`config.mk`:
```
export PLATFORM = sky130hd
export DESIGN_NAME = unicode_space_edge_measure_top
export DESIGN_NICKNAME = d
export VERILOG_FILES = /design/src/design/usem_pkg.sv /design/src/design/unicode_space_edge_measure_top.sv
export SDC_FILE = /design/constraint.sdc
export NUM_CORES = 1
export LEC_CHECK = 0
export ABC_AREA = 0
export BUFFER_PORTS_ARGS = -buffer_cell sky130_fd_sc_hd__buf_2
export CORE_UTILIZATION = 45
export CTS_CLUSTER_SIZE = 8
export DETAILED_ROUTE_END_ITERATION = 10
export HOLD_SLACK_MARGIN = 0.05
export PLACE_DENSITY = 0.71
export SLEW_MARGIN = 20
export SYNTH_ARGS = -nofsm -noshare
export SYNTH_HDL_FRONTEND = slang
export SYNTH_SLANG_ARGS = --single-unit
```
`constraint.sdc`:
```
create_clock -name clk -period 10 [get_ports clk]
set_clock_uncertainty 0.05 [all_clocks]
set_input_delay 2.5 -clock clk [delete_from_list [all_inputs] [get_ports clk]]
set_output_delay 2.5 -clock clk [all_outputs]
set_load 0.01 [all_outputs]
```
`src/design/usem_pkg.sv`:
```
package usem_pkg;

  localparam int unsigned LEN_OUT_W = 16;
  localparam int unsigned MAX_COUNTER_W = 16;

  localparam logic [7:0] CH_SPACE = 8'h20;
  localparam logic [7:0] CH_TAB = 8'h09;
  localparam logic [7:0] LEAD_C2 = 8'hC2;
  localparam logic [7:0] LEAD_E1 = 8'hE1;
  localparam logic [7:0] LEAD_E2 = 8'hE2;
  localparam logic [7:0] LEAD_E3 = 8'hE3;
  localparam logic [7:0] CONT_80 = 8'h80;
  localparam logic [7:0] CONT_81 = 8'h81;
  localparam logic [7:0] CONT_8A = 8'h8A;
  localparam logic [7:0] CONT_9A = 8'h9A;
  localparam logic [7:0] CONT_9F = 8'h9F;
  localparam logic [7:0] CONT_A0 = 8'hA0;
  localparam logic [7:0] CONT_AF = 8'hAF;

  localparam logic [1:0] SEQ_NONE = 2'd0;

  localparam int unsigned LEAD_WINDOW = 3;

  typedef logic [1:0] seq_width_t;

  function automatic seq_width_t space_width(input logic [7:0] a, input logic [7:0] b,
                                             input logic [7:0] c);
    seq_width_t w;
    w = SEQ_NONE;
    if (c == CH_SPACE || c == CH_TAB) begin
      w = 2'd1;
    end else if (b == LEAD_C2 && c == CONT_A0) begin
      w = 2'd2;
    end else if (a == LEAD_E1 && b == CONT_9A && c == CONT_80) begin
      w = 2'd3;
    end else if (a == LEAD_E3 && b == CONT_80 && c == CONT_80) begin
      w = 2'd3;
    end else if (a == LEAD_E2 && b == CONT_81 && c == CONT_9F) begin
      w = 2'd3;
    end else if (a == LEAD_E2 && b == CONT_80 &&
                 (c == CONT_AF || (c >= CONT_80 && c <= CONT_8A))) begin
      w = 2'd3;
    end
    return w;
  endfunction

endpackage

```
`src/design/unicode_space_edge_measure_top.sv`:
```
// channel | beat                     | tdata (low bit up)               | tlast     | tuser
// in_     | one byte of the run      | byte_value[7:0]                  | last_byte | -
// out_    | one result per run       | leading[15:0] trailing[31:16]    | -         | all_space[0]
//         |                          | core[47:32]                      |           | too_long[1]
// One byte per cycle while in_tready is high.
// Stages: input register, byte match and counter update, length arithmetic into out register.
// The out register loads whenever it is empty or being taken; the front two stages hold
// only while a result waits in both the middle stage and the out register.
// Reset (rst_n low, synchronous) empties the pipeline and clears the run counters.
module unicode_space_edge_measure_top #(
  parameter int unsigned LENGTH_BITS = 16
) (
  input  logic        clk,
  input  logic        rst_n,
  input  logic        in_tvalid,
  output logic        in_tready,
  input  logic [7:0]  in_tdata,   // byte_value[7:0]
  input  logic        in_tlast,
  output logic        out_tvalid,
  input  logic        out_tready,
  output logic [47:0] out_tdata,  // leading_length, trailing_length, core_length
  output logic [1:0]  out_tuser   // all_space, too_long
);

  localparam int unsigned CW = (LENGTH_BITS > usem_pkg::MAX_COUNTER_W) ?
                               usem_pkg::MAX_COUNTER_W : LENGTH_BITS;
  localparam logic [CW-1:0] LIMIT = {CW{1'b1}};

  logic adv;
  logic out_free;

  logic          a_valid_r;
  logic [7:0]    a_byte_r;
  logic          a_last_r;

  logic [15:0]   recent_r, recent_nxt;
  logic [CW-1:0] pos_r, pos_nxt;
  logic          ovf_r, ovf_nxt;
  logic          lead_act_r, lead_act_nxt;
  logic [CW-1:0] lead_r, lead_nxt;
  logic [CW-1:0] hist_r [0:2];
  logic [CW-1:0] hist_nxt [0:2];

  logic          b_valid_r;
  logic [CW-1:0] b_n_r, b_lead_r, b_chain_r;
  logic          b_ovf_r;

  logic                  out_valid_r;
  logic [CW-1:0]         out_lead_r, out_trail_r, out_core_r;
  logic                  out_all_r, out_long_r;

  usem_pkg::seq_width_t w;
  logic [CW-1:0] pos_inc;
  logic [CW:0]   chain_sum;
  logic [CW-1:0] chain;
  logic          lead_hit;
  logic [CW:0]   lead_gap;

  logic          f_all;
  logic [CW-1:0] f_diff, f_trail;

  assign out_free = !out_valid_r || out_tready;
  assign adv = out_free || !b_valid_r;
  assign in_tready = adv;

  always_comb begin
    w = usem_pkg::space_width(recent_r[15:8], recent_r[7:0], a_byte_r);
    pos_inc = pos_r + CW'(1);
    chain_sum = {1'b0, hist_r[w - 2'd1]} + (CW + 1)'(w);
    chain = (w == usem_pkg::SEQ_NONE) ? '0 : chain_sum[CW-1:0];
    lead_hit = (w != usem_pkg::SEQ_NONE) &&
               ((CW + 2)'(lead_r) + (CW + 2)'(w) == (CW + 2)'(pos_inc));
    lead_gap = (CW + 1)'(pos_inc) - (CW + 1)'(lead_r);

    recent_nxt = recent_r;
    pos_nxt = pos_r;
    ovf_nxt = ovf_r;
    lead_act_nxt = lead_act_r;
    lead_nxt = lead_r;
    hist_nxt[0] = hist_r[0];
    hist_nxt[1] = hist_r[1];
    hist_nxt[2] = hist_r[2];

    if (pos_r == LIMIT) begin
      ovf_nxt = 1'b1;
    end else begin
      hist_nxt[2] = hist_r[1];
      hist_nxt[1] = hist_r[0];
      hist_nxt[0] = chain;
      if (lead_act_r) begin
        if (lead_hit) begin
          lead_nxt = pos_inc;
        end else if (lead_gap >= (CW + 1)'(usem_pkg::LEAD_WINDOW)) begin
          lead_act_nxt = 1'b0;
        end
      end
      recent_nxt = {recent_r[7:0], a_byte_r};
      pos_nxt = pos_inc;
    end
  end

  always_comb begin
    f_all = (b_lead_r >= b_n_r);
    f_diff = b_n_r - b_lead_r;
    f_trail = (b_chain_r > f_diff) ? f_diff : b_chain_r;
  end

  always_ff @(posedge clk) begin
    if (!rst_n) begin
      a_valid_r <= 1'b0;
      b_valid_r <= 1'b0;
      out_valid_r <= 1'b0;
      recent_r <= '0;
      pos_r <= '0;
      ovf_r <= 1'b0;
      lead_act_r <= 1'b1;
      lead_r <= '0;
      hist_r[0] <= '0;
      hist_r[1] <= '0;
      hist_r[2] <= '0;
    end else begin
      if (adv) begin
        a_valid_r <= in_tvalid;
        b_valid_r <= a_valid_r && a_last_r;
        if (a_valid_r) begin
          if (a_last_r) begin
            recent_r <= '0;
            pos_r <= '0;
            ovf_r <= 1'b0;
            lead_act_r <= 1'b1;
            lead_r <= '0;
            hist_r[0] <= '0;
            hist_r[1] <= '0;
            hist_r[2] <= '0;
          end else begin
            recent_r <= recent_nxt;
            pos_r <= pos_nxt;
            ovf_r <= ovf_nxt;
            lead_act_r <= lead_act_nxt;
            lead_r <= lead_nxt;
            hist_r[0] <= hist_nxt[0];
            hist_r[1] <= hist_nxt[1];
            hist_r[2] <= hist_nxt[2];
          end
        end
      end
      if (out_free) begin
        out_valid_r <= b_valid_r;
      end
    end
  end

  always_ff @(posedge clk) begin
    if (adv) begin
      a_byte_r <= in_tdata;
      a_last_r <= in_tlast;
      b_n_r <= pos_nxt;
      b_lead_r <= lead_nxt;
      b_chain_r <= hist_nxt[0];
      b_ovf_r <= ovf_nxt;
    end
    if (out_free) begin
      out_lead_r <= b_lead_r;
      out_trail_r <= f_all ? '0 : f_trail;
      out_core_r <= f_all ? '0 : f_diff - f_trail;
      out_all_r <= f_all;
      out_long_r <= b_ovf_r;
    end
  end

  assign out_tvalid = out_valid_r;
  assign out_tdata = {usem_pkg::LEN_OUT_W'(out_core_r), usem_pkg::LEN_OUT_W'(out_trail_r),
                      usem_pkg::LEN_OUT_W'(out_lead_r)};
  assign out_tuser = {out_long_r, out_all_r};

`ifndef SYNTHESIS
  a_lead_within_run: assert property (@(posedge clk) disable iff (!rst_n)
    lead_r <= pos_r)
    else $error("leading count beyond byte position");

  a_lead_stop_gap: assert property (@(posedge clk) disable iff (!rst_n)
    !lead_act_r |-> ((CW + 2)'(pos_r) >= (CW + 2)'(lead_r) + (CW + 2)'(usem_pkg::LEAD_WINDOW)))
    else $error("leading parse stopped too early");

  a_all_space_empty: assert property (@(posedge clk) disable iff (!rst_n)
    out_valid_r && out_all_r |-> (out_trail_r == '0 && out_core_r == '0))
    else $error("all-space result with nonzero trailing or core");

  a_overflow_sum: assert property (@(posedge clk) disable iff (!rst_n)
    out_valid_r && out_long_r |->
      ((CW + 2)'(out_lead_r) + (CW + 2)'(out_trail_r) + (CW + 2)'(out_core_r) ==
       (CW + 2)'(LIMIT)))
    else $error("saturated run lengths do not add to the limit");
`endif

endmodule
```
==> results_dict.tcl <==
set metrics [dict create \
    vias 8816 \
    cts.repair.resized 0 \
    clk_pin_slew_worst_paths_ns 0.06 \
    power.density_mw_per_mm2 153.8 \
    hold_viol 0 \
    final_nets 1299 \
    max_stage_delay_ns 0.80 \
    setup.worst_path.end "out_core_r[15]" \
    clkPwrFrac_pct 44.8 \
    r2r_slack_ns 2.43 \
    drive_above_1_share_pct 10.93 \
    final_cell_mix "156 x edfxtp_1, 90 x nor2_1, 89 x inv_1" \
    cts_setup_buffers 0 \
    pwr-share-seq_pct 47.4 \
    synth_nets 1235 \
    cts.htree.levels 1 \
    worst_skew_pair.late_latency_ns 0.53 \
    power_switching_share_pct 22.51 \
    rows 59 \
    peakVddDrop_mv 0.1584 \
    rr_worst_depth 34 \
    finalSetupTns_ns 0 \
    antenna_found_initial 0 \
    wl_mm 27.50 \
    antenna_cells 0 \
    drc 0 \
    synth_seq_cells 209 \
    r2r-start "b_n_r[0]" \
    min_period_ns 7.574 \
    cts_root_buf "clkbuf_16" \
    largest_register_ffs 48 \
    grt.total_usage_pct 20.74 \
    avgSynthCellArea_sq_um 10.42 \
    fillCellCount 2265 \
    layout_commonest_cell "edfxtp_1" \
    crit_cells 34 \
    maxSlewHeadroom_pct 25.98 \
    core_area_sq_mm 0.02606 \
    end_kind "flop" \
    leakage_nw 5.710 \
    yosys_warnings 0 \
    die_height_um 165.1 \
    die_area_sq_mm 0.02725 \
    slew_viol_final 0 \
    period_share_pct 75.74 \
    internal_power_w 0.001608 \
    syn_to_final_growth_pct 12.81 \
    grt_max_degree 63 \
    finalSetupViolations 0 \
    worst_pin_slew_ns 1.108 \
    drv_cap 0 \
    grt_pass1_wl_mm 44.80 \
    io_buffers 64 \
    synth_area_sq_mm 0.01197 \
    initial_utilization_pct 45.93 \
    dieWidth_um 165.1 \
    rsz0062_at_grt "false" \
    ys_types 73 \
    pre_cts_slack_ns 2.625 \
    required_ns 10.23 \
    overflow 0 \
    worst_slack_ns 2.426 \
    drt_iter0_markers 858 \
    cpMostUsedCell "a21oi_1" \
    cts_tree "yes" \
    combPwrFrac_pct 7.8 \
    fmax_mhz 132.0 \
    critPathArrivalTime_ns 7.81 \
    hold_path_class "reg -> reg" \
    grt_pass1_vias 8479 \
    cp-start-kind "flop" \
    path_max_fanout 17 \
    cp-startpoint "b_n_r[0]" \
    top_register "hist_r" \
    drt-pass1-iter-count 5 \
    synth_async_sr_flop_share_pct 0 \
    path_class "reg -> reg" \
    synthFlopType "edfxtp_1" \
    syn_inst 1148 \
    p_switching_w 0.0004674 \
    pin_count 65 \
    crit_buf_inv 4 \
    cts_sinks 209 \
    drt-wirelength-per-cell_um 17.51 \
    crit_slowest_cell "a2111oi_0" \
    detailed_place_hpwl_mm 20.02 \
    final_antenna_net_count 0 \
    cts_made_buffers 30 \
    routabilityCongestion 0.9148 \
    r2r-end "out_core_r[15]" \
    synth-edff-count 156 \
    routed_via_density 5.615 \
    yosysSeqAreaShare_pct 48.01 \
    clock_path_buffers 3 \
    status "completed" \
    path_delay_family "compound AO/OA/AOI/OAI gates" \
    postCtsHoldBufs 0 \
]
[layout make-up]
class	instances	area, sq um	share of cell area, %
clock buffers	54	862.1	6.386
clock inverters	1	8.758	0.06488
inverters	92	350.3	2.595
multi-input cells	806	5727	42.42
flip-flops and latches	209	5746	42.56
well taps	335	419.2	3.105
repair buffers	73	387.9	2.873
[cells in the mapped netlist (all sizes together) (3+ instances only)]
master,number,area [sq um]
edfxtp,156,4684
inv,91,341.6
nor2,91,341.6
nand2,78,292.8
ha,69,863.3
a21oi,55,279.0
a22o,54,473.0
dfxtp,53,1061
xnor2,49,429.2
and3,39,244.0
o21ai,35,186.4
clkbuf,34,128.9
nor3,30,150.1
nand3,27,135.1
xor2,27,236.5
mux2i,26,260.3
nor2b,20,125.1
nand2b,17,106.4
nand4,17,106.4
and2,16,100.1
a21o,15,112.6
o2111ai,11,96.34
nor3b,9,72.57
nor4,8,50.05
or2,8,50.05
buf,7,45.03
o21a,7,52.55
or3,7,43.79
a2111oi,6,71.32
a31oi,6,37.54
and4,6,52.55
a211oi,5,37.54
a21boi,5,37.54
fa,5,100.1
nand3b,5,37.54
nor4b,5,58.80
o31ai,5,37.54
o221ai,4,35.03
a41o,3,30.03
o22ai,3,18.77
o311ai,3,48.80
o41ai,3,26.28
[kinds of logic (layout without fill, tap and decap cells)]
| family | count (synthesis) | after routing | share of synthesized area [%] |
|---|---|---|---|
| AOI/OAI and AO/OA | 237 | 237 | 14.43 |
| xor gates and xnor gates | 77 | 77 | 5.750 |
| and+or+nand+nor | 391 | 391 | 17.11 |
| DFF | 209 | 209 | 48.01 |
| adders and majority gates | 74 | 74 | 8.050 |
| muxes | 27 | 27 | 2.269 |
| buffers and inverters | 133 | 220 | 4.380 |
[routing by layer]
| metal | track usage, % | routed length, um | share of wire (%) | vias to the layer above |
|---|---|---|---|---|
| met4 | 4.921 | 471 | 1.7 | 0 |
| met3 | 2.473 | 1394 | 5.1 | 39 |
| met2 | 35.18 | 12940 | 47 | 263 |
| met1 | 28.16 | 12690 | 46 | 4169 |
| met5 | 0 | 0 | 0 | - |
| li1 | - | - | - | 4345 |
[worst min-delay path by stage]
| stage | start | end | depth (start not counted) |
|---|---|---|---|
| floorplan | b_ovf_r | out_long_r | 0 |
| global placement | b_ovf_r | out_long_r | 0 |
| detailed placement | b_ovf_r | out_long_r | 0 |
| CTS | b_lead_r[15] | out_lead_r[15] | 0 |
| global route | b_ovf_r | out_long_r | 0 |
| finish | b_lead_r[4] | out_lead_r[4] | 0 |
[through the flow]
| step | total power [W] | std cells | hold slack, ns | util [%] | area (sq um) |
|---|---|---|---|---|---|
| floorplan | 0.001112 | 1148 | 0.3503 | - | 11970 |
| CTS | 0.002091 | 1570 | 0.4034 | 51.78 | 13490 |
| finish | 0.002076 | 1570 | 0.3975 | 51.81 | 13500 |
| global placement | 0.001159 | 1515 | 0.3699 | 48.44 | 12620 |
| detailed placement | 0.001162 | 1515 | 0.3689 | 48.44 | 12620 |
| global route | 0.002154 | 1570 | 0.4130 | 51.81 | 13500 |
[power groups by stage]
stage               Combinational (W)  Clock [W]  Sequential (W)
global placement             0.000158          0         0.00100
detailed placement           0.000160          0         0.00100
CTS                          0.000162   0.000944        0.000985
global route                 0.000182   0.000984        0.000988
floorplan                    0.000103          0         0.00101
finish                       0.000161   0.000930        0.000985
No activity file was read; power rests on OpenSTA's default activity.
